File: src/trtc_pkg.sv
// ----------------------------------------------------------------------------
// Tick counter real-time clock: package
// Widths, constants, codes and controller/datapath signal groups.
// ----------------------------------------------------------------------------
`timescale 1ns / 1ps

package trtc_pkg;

	// Width of the free-running hardware counter (16 to 32).
	localparam int COUNTER_WIDTH = 32;

	localparam int TICK_W     = 64;
	localparam int FREQ_W     = 32;
	localparam int SEC_W      = 32;
	localparam int USEC_W     = 20;
	localparam int CNT_IN_W   = 32;
	localparam int PROD_W     = FREQ_W + USEC_W;
	localparam int DIV_W      = TICK_W;
	localparam int STEP_CNT_W = $clog2(DIV_W + 1);
	localparam int CFG_IDX_W  = 1;
	localparam int CFG_DATA_W = 32;

	localparam logic [USEC_W-1:0] USEC_PER_SEC = USEC_W'(1000000);
	localparam logic [FREQ_W-1:0] FREQ_RESET   = FREQ_W'(80000000);

	typedef enum logic [1:0] {
		KIND_SAMPLE = 2'd0,
		KIND_SET    = 2'd1,
		KIND_GET    = 2'd2,
		KIND_NONE   = 2'd3
	} trtc_kind_t;

	typedef enum logic [CFG_IDX_W-1:0] {
		CFG_FREQ = 1'b0,
		CFG_BG   = 1'b1
	} trtc_cfg_idx_t;

	// Commands from the controller to the datapath.
	typedef struct packed {
		logic accept;
		logic start_div1;
		logic step;
		logic mul;
		logic start_div2;
		logic finish;
	} trtc_cmd_t;

	// Status from the datapath to the controller.
	typedef struct packed {
		logic freq_zero;
		logic div_last;
	} trtc_sts_t;

endpackage

File: src/trtc_if.sv
// ----------------------------------------------------------------------------
// Tick counter real-time clock: channel interfaces
// Valid/ready channels for input items, results and register writes.
// ----------------------------------------------------------------------------
`timescale 1ns / 1ps

interface trtc_item_if
	import trtc_pkg::*;
();
	logic                valid;
	logic                ready;
	trtc_kind_t          kind;
	logic [CNT_IN_W-1:0] counter_now;
	logic [SEC_W-1:0]    set_seconds;

	modport source(output valid, kind, counter_now, set_seconds, input ready);
	modport sink(input valid, kind, counter_now, set_seconds, output ready);
endinterface

interface trtc_result_if
	import trtc_pkg::*;
();
	logic              valid;
	logic              ready;
	logic [SEC_W-1:0]  seconds;
	logic [USEC_W-1:0] microseconds;

	modport source(output valid, seconds, microseconds, input ready);
	modport sink(input valid, seconds, microseconds, output ready);
endinterface

interface trtc_cfg_if
	import trtc_pkg::*;
();
	logic                  valid;
	logic                  ready;
	trtc_cfg_idx_t         index;
	logic [CFG_DATA_W-1:0] data;

	modport source(output valid, index, data, input ready);
	modport sink(input valid, index, data, output ready);
endinterface

File: src/tick_counter_realtime_clock.sv
// ----------------------------------------------------------------------------
// Tick counter real-time clock: top level
// Sample and set items complete on acceptance; a get item presents its result
// after 64 divider steps for the seconds, one multiply, 52 divider steps for
// the microseconds and three sequencing states.
// One single-bit restoring divider serves both divisions; one item is in work at a
// time, and a waiting result does not block the next item. Reset clears the
// tick count, time base and handshakes and reloads both registers' defaults.
// ----------------------------------------------------------------------------
`timescale 1ns / 1ps

// The block extends a free-running hardware counter to a 64-bit tick count.
// Every item can refresh that count: when the new counter sample is smaller
// than the stored low word, the counter is assumed to have wrapped exactly
// once, so samples must arrive more often than one counter period.
//
// A set item captures the current tick count as the time base together with
// the new second count. A get item computes the ticks elapsed since the base
// and divides them by the clock frequency in a shared bit-serial divider. The
// quotient, added to the base seconds, gives the whole seconds; the remainder
// is multiplied by one million and divided again to give the microseconds.
// With a frequency of zero the get returns the base seconds and no fraction.
//
// The controller owns the handshakes and sequencing; the datapath owns every
// stored value. The result sits in an output register, so the next request
// can be accepted while a finished result still waits on the result channel.
// Register writes are always accepted and are expected only while idle.
module tick_counter_realtime_clock
	import trtc_pkg::*;
(
	input  logic clk,
	input  logic arst_n,
	trtc_item_if.sink     item,
	trtc_result_if.source result,
	trtc_cfg_if.sink      cfg
);

	trtc_cmd_t cmd;
	trtc_sts_t sts;

	// Configuration writes are always accepted and are registered in the datapath.
	assign cfg.ready = 1'b1;

	trtc_ctrl u_ctrl (
		.clk          (clk),
		.arst_n       (arst_n),
		.item_valid   (item.valid),
		.item_kind    (item.kind),
		.item_ready   (item.ready),
		.result_valid (result.valid),
		.result_ready (result.ready),
		.cmd          (cmd),
		.sts          (sts)
	);

	trtc_dp u_dp (
		.clk                 (clk),
		.arst_n              (arst_n),
		.cmd                 (cmd),
		.sts                 (sts),
		.item_kind           (item.kind),
		.item_counter_now    (item.counter_now),
		.item_set_seconds    (item.set_seconds),
		.cfg_write           (cfg.valid),
		.cfg_index           (cfg.index),
		.cfg_data            (cfg.data),
		.result_seconds      (result.seconds),
		.result_microseconds (result.microseconds)
	);

endmodule

File: src/trtc_ctrl.sv
// ----------------------------------------------------------------------------
// Tick counter real-time clock: controller
// Sequences item acceptance, the two divisions and the result handoff.
// ----------------------------------------------------------------------------
`timescale 1ns / 1ps

module trtc_ctrl
	import trtc_pkg::*;
(
	input  logic       clk,
	input  logic       arst_n,
	input  logic       item_valid,
	input  trtc_kind_t item_kind,
	output logic       item_ready,
	output logic       result_valid,
	input  logic       result_ready,
	output trtc_cmd_t  cmd,
	input  trtc_sts_t  sts
);

	typedef enum logic [6:0] {
		ST_IDLE   = 7'b0000001,
		ST_START1 = 7'b0000010,
		ST_DIV1   = 7'b0000100,
		ST_MUL    = 7'b0001000,
		ST_START2 = 7'b0010000,
		ST_DIV2   = 7'b0100000,
		ST_DONE   = 7'b1000000
	} trtc_state_t;

	trtc_state_t state_q;
	trtc_state_t state_nxt;
	logic        result_valid_q;

	always_comb begin
		cmd        = '0;
		state_nxt  = state_q;
		item_ready = (state_q == ST_IDLE);
		case (state_q)
			ST_IDLE: begin
				if (item_valid) begin
					cmd.accept = 1'b1;
					if (item_kind == KIND_GET) begin
						state_nxt = ST_START1;
					end
				end
			end
			ST_START1: begin
				if (sts.freq_zero) begin
					state_nxt = ST_DONE;
				end else begin
					cmd.start_div1 = 1'b1;
					state_nxt      = ST_DIV1;
				end
			end
			ST_DIV1: begin
				cmd.step = 1'b1;
				if (sts.div_last) begin
					state_nxt = ST_MUL;
				end
			end
			ST_MUL: begin
				cmd.mul   = 1'b1;
				state_nxt = ST_START2;
			end
			ST_START2: begin
				cmd.start_div2 = 1'b1;
				state_nxt      = ST_DIV2;
			end
			ST_DIV2: begin
				cmd.step = 1'b1;
				if (sts.div_last) begin
					state_nxt = ST_DONE;
				end
			end
			ST_DONE: begin
				// Wait until the output register is free or is being emptied.
				if (!result_valid_q || result_ready) begin
					cmd.finish = 1'b1;
					state_nxt  = ST_IDLE;
				end
			end
			default: begin
				state_nxt = ST_IDLE;
			end
		endcase
	end

	always_ff @(posedge clk or negedge arst_n) begin
		if (!arst_n) begin
			state_q        <= ST_IDLE;
			result_valid_q <= 1'b0;
		end else begin
			state_q <= state_nxt;
			if (cmd.finish) begin
				result_valid_q <= 1'b1;
			end else if (result_ready) begin
				result_valid_q <= 1'b0;
			end
		end
	end

	assign result_valid = result_valid_q;

endmodule

File: src/trtc_dp.sv
// ----------------------------------------------------------------------------
// Tick counter real-time clock: datapath
// Tick extension, time base, shared restoring divider and result register.
// ----------------------------------------------------------------------------
`timescale 1ns / 1ps

module trtc_dp
	import trtc_pkg::*;
(
	input  logic                  clk,
	input  logic                  arst_n,
	input  trtc_cmd_t             cmd,
	output trtc_sts_t             sts,
	input  trtc_kind_t            item_kind,
	input  logic [CNT_IN_W-1:0]   item_counter_now,
	input  logic [SEC_W-1:0]      item_set_seconds,
	input  logic                  cfg_write,
	input  trtc_cfg_idx_t         cfg_index,
	input  logic [CFG_DATA_W-1:0] cfg_data,
	output logic [SEC_W-1:0]      result_seconds,
	output logic [USEC_W-1:0]     result_microseconds
);

	logic [FREQ_W-1:0]     freq_q;
	logic                  bg_q;
	logic [TICK_W-1:0]     ext_q;
	logic [TICK_W-1:0]     base_q;
	logic [SEC_W-1:0]      base_sec_q;

	logic [DIV_W-1:0]      num_q;
	logic [FREQ_W-1:0]     rem_q;
	logic [STEP_CNT_W-1:0] cnt_q;
	logic [PROD_W-1:0]     prod_q;
	logic [SEC_W-1:0]      secs_hold_q;
	logic [SEC_W-1:0]      seconds_q;
	logic [USEC_W-1:0]     usec_q;

	logic [COUNTER_WIDTH-1:0] now;
	logic                     wrap;
	logic [TICK_W-1:0]        refreshed;
	logic [TICK_W-1:0]        ext_upd;
	logic [FREQ_W:0]          partial;
	logic [FREQ_W:0]          trial;
	logic                     fits;

	// A sample below the stored low word means the counter wrapped once.
	always_comb begin
		now       = item_counter_now[COUNTER_WIDTH-1:0];
		wrap      = (ext_q[COUNTER_WIDTH-1:0] > now);
		refreshed = {ext_q[TICK_W-1:COUNTER_WIDTH] + (TICK_W-COUNTER_WIDTH)'(wrap), now};
		if (item_kind == KIND_SAMPLE ||
			(!bg_q && (item_kind == KIND_SET || item_kind == KIND_GET))) begin
			ext_upd = refreshed;
		end else begin
			ext_upd = ext_q;
		end
	end

	// One restoring step: shift in the next dividend bit, subtract if it fits.
	always_comb begin
		partial = {rem_q, num_q[DIV_W-1]};
		trial   = partial - {1'b0, freq_q};
		fits    = (partial >= {1'b0, freq_q});
	end

	always_ff @(posedge clk or negedge arst_n) begin
		if (!arst_n) begin
			freq_q     <= FREQ_RESET;
			bg_q       <= 1'b0;
			ext_q      <= '0;
			base_q     <= '0;
			base_sec_q <= '0;
			cnt_q      <= '0;
		end else begin
			if (cfg_write) begin
				case (cfg_index)
					CFG_FREQ: freq_q <= cfg_data[FREQ_W-1:0];
					CFG_BG:   bg_q   <= cfg_data[0];
					default:  freq_q <= freq_q;
				endcase
			end
			if (cmd.accept) begin
				ext_q <= ext_upd;
				if (item_kind == KIND_SET) begin
					base_q     <= ext_upd;
					base_sec_q <= item_set_seconds;
				end
			end
			if (cmd.start_div1) begin
				cnt_q <= STEP_CNT_W'(DIV_W);
			end else if (cmd.start_div2) begin
				cnt_q <= STEP_CNT_W'(PROD_W);
			end else if (cmd.step) begin
				cnt_q <= cnt_q - STEP_CNT_W'(1);
			end
		end
	end

	always_ff @(posedge clk) begin
		if (cmd.start_div1) begin
			num_q <= ext_q - base_q;
			rem_q <= '0;
		end else if (cmd.start_div2) begin
			// Left-align the scaled remainder so only its bits are stepped through.
			num_q <= {prod_q, {(DIV_W-PROD_W){1'b0}}};
			rem_q <= '0;
		end else if (cmd.step) begin
			num_q <= {num_q[DIV_W-2:0], fits};
			rem_q <= fits ? trial[FREQ_W-1:0] : partial[FREQ_W-1:0];
		end
		if (cmd.mul) begin
			prod_q      <= PROD_W'(rem_q) * PROD_W'(USEC_PER_SEC);
			secs_hold_q <= base_sec_q + num_q[SEC_W-1:0];
		end
		if (cmd.finish) begin
			if (freq_q == '0) begin
				seconds_q <= base_sec_q;
				usec_q    <= '0;
			end else begin
				seconds_q <= secs_hold_q;
				usec_q    <= num_q[USEC_W-1:0];
			end
		end
	end

	assign sts.freq_zero       = (freq_q == '0);
	assign sts.div_last        = (cnt_q == STEP_CNT_W'(1));
	assign result_seconds      = seconds_q;
	assign result_microseconds = usec_q;

endmodule

File: src/flat_wrapper.sv
// flat-port wrapper written by rule: the top's interface ports become plain ports
module tick_counter_realtime_clock_flat import trtc_pkg::*;
  (clk, arst_n, item_valid, item_kind, item_counter_now, item_set_seconds, item_ready, result_valid, result_seconds, result_microseconds, result_ready, cfg_valid, cfg_index, cfg_data, cfg_ready);
  trtc_item_if item_i ();
  trtc_result_if result_i ();
  trtc_cfg_if cfg_i ();
  input  logic clk;
  input  logic arst_n;
  input wire logic [$bits(item_i.valid)-1:0] item_valid;
  input wire logic [$bits(item_i.kind)-1:0] item_kind;
  input wire logic [$bits(item_i.counter_now)-1:0] item_counter_now;
  input wire logic [$bits(item_i.set_seconds)-1:0] item_set_seconds;
  output wire logic [$bits(item_i.ready)-1:0] item_ready;
  output wire logic [$bits(result_i.valid)-1:0] result_valid;
  output wire logic [$bits(result_i.seconds)-1:0] result_seconds;
  output wire logic [$bits(result_i.microseconds)-1:0] result_microseconds;
  input wire logic [$bits(result_i.ready)-1:0] result_ready;
  input wire logic [$bits(cfg_i.valid)-1:0] cfg_valid;
  input wire logic [$bits(cfg_i.index)-1:0] cfg_index;
  input wire logic [$bits(cfg_i.data)-1:0] cfg_data;
  output wire logic [$bits(cfg_i.ready)-1:0] cfg_ready;
  assign item_i.valid = item_valid;
  assign item_i.kind = item_kind;
  assign item_i.counter_now = item_counter_now;
  assign item_i.set_seconds = item_set_seconds;
  assign item_ready = item_i.ready;
  assign result_valid = result_i.valid;
  assign result_seconds = result_i.seconds;
  assign result_microseconds = result_i.microseconds;
  assign result_i.ready = result_ready;
  assign cfg_i.valid = cfg_valid;
  assign cfg_i.index = cfg_index;
  assign cfg_i.data = cfg_data;
  assign cfg_ready = cfg_i.ready;
  tick_counter_realtime_clock u_core (.clk(clk), .arst_n(arst_n), .item(item_i), .result(result_i), .cfg(cfg_i));
endmodule
File: config.mk
export PLATFORM = sky130hd
export DESIGN_NAME = tick_counter_realtime_clock_flat
export DESIGN_NICKNAME = d
export VERILOG_FILES = /design/src/trtc_pkg.sv /design/src/trtc_if.sv /design/src/tick_counter_realtime_clock.sv /design/src/trtc_ctrl.sv /design/src/trtc_dp.sv /design/src/flat_wrapper.sv
export SDC_FILE = /design/constraint.sdc
export NUM_CORES = 1
export LEC_CHECK = 0
export BUFFER_PORTS_ARGS = -buffer_cell sky130_fd_sc_hd__buf_2
export CAP_MARGIN = 20
export CELL_PAD_IN_SITES_DETAIL_PLACEMENT = 1
export CELL_PAD_IN_SITES_GLOBAL_PLACEMENT = 1
export CORE_MARGIN = 1
export CORE_UTILIZATION = 45
export DETAILED_ROUTE_END_ITERATION = 8
export PLACE_DENSITY = 0.84
export REMOVE_ABC_BUFFERS = 1
export SLEW_MARGIN = 5
export SYNTH_ARGS = -nofsm -noshare
export SYNTH_HDL_FRONTEND = slang
export SYNTH_SLANG_ARGS = --single-unit
File: constraint.sdc
create_clock -name clk -period 7.6 [get_ports clk]
set_input_delay 0.38 -clock clk [delete_from_list [all_inputs] [get_ports clk]]
set_output_delay 0.38 -clock clk [all_outputs]
set_load 0.02 [all_outputs]
==> reports/results.tsv <==
stage	metric	value	unit
synth	Simple-Gate Fraction of Synth Area	11.4	%
drt	wire per inst	21.7	um
critical_path	CP bufs+invs	4	
critical_path	WS Path Type	register to register	
synth	mux share of post-synthesis cell area	4.36	%
critical_path	Worst path most repeated cell	fa_1	
critical_path	cells along the critical path	inv_1 -> fa_1 -> inv_1 -> fa_1 -> fa_1 -> fa_1 -> ha_1 -> inv_1 -> fa_1 -> inv_1 -> ha_1 -> a2111o_1 -> a31oi_1 -> o31ai_1 -> a21oi_1 -> or2_2 -> nand2_1 -> o311ai_0 -> a2111oi_0 -> a41oi_1 -> o311ai_0	
synth	XOR/XNOR Fraction of Synth Area	5.81	%
sta	# setup viols final	0	
run_status	outcome	finished, final reports clean	
place	Detailed Place HPWL	70.2	mm
place	GPL Wtd Cong	0.902	
worst_hold_path	worst hold path class	input pin to register	
sta	worst-margin pin slew	1.04	ns
run	MaxCap Viol Count	0	
synth	asr flop ratio synth	47.9	%
sta	final hold slack	0.0167	ns
final_layout	area delta synth->final	13.1	%
synth	Synth cell types	79	
place	DP Area	0.0339	mm2
critical_path	Top delay family on crit path	adder cells	
synth	number of flops mapped to enable cells by yosys	194	
final_layout	final std cells w/o fill	4441	
global_route	antenna violations before repair	2	
critical_path	Worst path slowest cell	o311ai_0	
sta	maximum clock rate	0.140	GHz
drt	drt drc	0	
sta	RSZ-0062 raised after global routing	false	
cts	clock transition at the registers of the reported paths	0.06	ns
drt	Via Count	25647	
critical_path	CP Max Fanout	7	
drt	final wirelength	96.5	mm
global_route	vias in the first global route	28046	
place	cell count after placement	4275	
critical_path	Critical Path AT	7.48	ns
cts	CTS sink cnt	434	
synth	largest family of logic cells by synthesized area	adder cells	
floorplan	num rows	97	
final_layout	final instance area	0.0363	mm2
cts	worst skew pair latency	0.64	ns
global_route	first-pass GRT wire length	153	mm
synth	post-synthesis sequential area ratio	36.4	%
synth	mapped cell area	0.0321	mm2
cts	CTS tree	yes	
floorplan	I/O pins	159	
synth	Post-Syn Area per Cell	9.82	um2
global_route	GRT Total Usage	26.8	%
drt	Detailed Routing Iterations Pass 1	5	
critical_path	WP data required	7.94	ns
critical_path	slowest cell delay on critical path	0.82	ns
synth	Primary FF master, synth	dfrtp_1	
synth	Synth Warn #	0	
sta	Clock Skew	0.0293	ns
floorplan	DIE WIDTH	269	um
cts	H-tree lvl count	2	
global_route	largest net degree at the start of global routing	110	
drt	vias per cell	5.78	
drt	1st-iter DRT viols	1563	
drt	remaining antenna violation count after routing	0	
place	I/O Buffers	157	
sta	max-slew violations	0	
critical_path	CP Launch Type	register	
global_route	grt total ovfl	0	
synth	#FFs+latches synth	434	
synth	Compound-Gate Fraction of Synth Area	15.6	%
floorplan	Initial Util	45.7	%
final_layout	proportion of layout cells with a drive suffix above 1	11.6	%
sta	Final Hold Fails	0	
sta	Final Critical Period	7.14	ns
sta	fin crit share	94.0	%
cts	CTS Buf Count	49	
sta	Slew HR	30.3	%
floorplan	Die ar.	0.0724	mm2
floorplan	core area	0.0703	mm2
synth	Post-Synth Adder-Cell Area	21.0	%
sta	setup TNS	0	ns
cts	Max clock buf depth	3	
floorplan	Die H	269	um
cts	Clock Root Buffer	clkbuf_16	
synth	Post-Synthesis Cells	3269	
critical_path	crit end category	register	
final_layout	Nets	4019	
==> state kept, by name, indices dropped and copies added (netlist names), 20 cells and up <==
name,count
u_core.u_dp.base_q,64
u_core.u_dp.base_sec_q,32
u_core.u_dp.secs_hold_q,32
u_core.u_dp.prod_q,46
u_core.u_dp.num_q,64
u_core.u_dp.ext_q,64
u_core.u_dp.rem_q,32
u_core.u_dp.result_microseconds,20
u_core.u_dp.result_seconds,32
u_core.u_dp.freq_q,32
==> cell usage in the layout, fill, tap and decap left out, drive strengths merged, types with 43 or more instances in the layout <==
cell         count
buf            179
a31oi           43
nor2           170
mux2           102
inv            346
dfrtp          199
xor2            81
nand2          313
a211oi          46
o21ai          177
dlygate4sd3     72
ha             318
nand3           72
a21oi          222
xnor2          132
edfxtp         194
clkbuf          62
a21o            86
fa             138
==> area by class of cell <==
class | instances | area [um2]
flip-flops and latches | 434 | 11700
multi-input cells | 2379 | 18800
fillers | 7789 | 34000
diodes | 1 | 2.50
well taps | 940 | 1180
inverters | 344 | 1290
clock inverters | 30 | 365
repair buffers | 251 | 1710
clock buffers | 62 | 1320
==> through the flow <==
stage          setup slack [ns]  util, %
3_5_place_dp              0.653     48.2
5_1_grt                   0.147     51.7
6_report                  0.458     51.7
3_3_place_gp              0.949     48.2
4_1_cts                   0.590     51.6
2_1_floorplan            0.0848        -
==> cell families after synthesis <==
logic type               after synthesis
adder cells (fa/ha/maj)              456
flip-flops                           434
AND/OR/NAND/NOR                      796
buffers and inverters                456
XOR/XNOR                             213
multiplexers                         127
other                                  1
AO/OA/AOI/OAI                        786
==> metal layers <==
| layer | GRT usage, % | up-vias | wire length [um] |
|---|---|---|---|
| met4 | 11.5 | 2 | 4110 |
| met5 | 0 | - | 10 |
| li1 | - | 11888 | - |
| met3 | 3.05 | 231 | 3210 |
| met1 | 31.7 | 12952 | 40100 |
| met2 | 48.9 | 574 | 49100 |
==> timing repair <==
| item | 4_1_cts | 5_1_grt |
|---|---|---|
| hold endpoints to repair | 170 | 0 |
| hold buffers | 72 | 0 |
| gates resized for setup | 0 | 0 |
| setup buffers | 0 | 0 |
==> Yosys cell counts, types with 81 or more instances <==
cell type  count  area (um2)
a21o_1        86         646
a21oi_1      222        1110
clkbuf_1      96         360
dfrtp_1      199        4980
edfxtp_1     194        5830
fa_1         138        2760
ha_1         318        3980
inv_1        344        1290
mux2_2       102        1150
nand2_1      313        1170
nor2_1       170         638
o21ai_0      176         881
xnor2_1      132        1160
xor2_1        81         709
==> worst paths after layout <==
check                                                   start                                endpoint  slack, ns  cells after the start
setup / recovery            u_core.u_dp.rem_q[9]$_SDFFE_PP0P_        u_core.u_dp.prod_q[49]$_DFFE_PP_       0.46                     21
hold / removal                           item_set_seconds[20]  u_core.u_dp.base_sec_q[20]$_DFFE_PN0P_       0.02                      2
setup reg to reg            u_core.u_dp.rem_q[9]$_SDFFE_PP0P_        u_core.u_dp.prod_q[49]$_DFFE_PP_       0.46                     21
hold reg to reg            u_core.u_dp.base_q[39]$_DFFE_PN0P_      u_core.u_dp.base_q[39]$_DFFE_PN0P_       0.49                      2
max in group asynchronous                              arst_n  u_core.u_dp.base_sec_q[31]$_DFFE_PN0P_       5.79                      3
min in group asynchronous                              arst_n      u_core.u_dp.freq_q[31]$_DFFE_PN0P_       0.41                      2
Power is not shown: default switching activity piles up to over one toggle a cycle in this logic, so the estimate is an artifact.
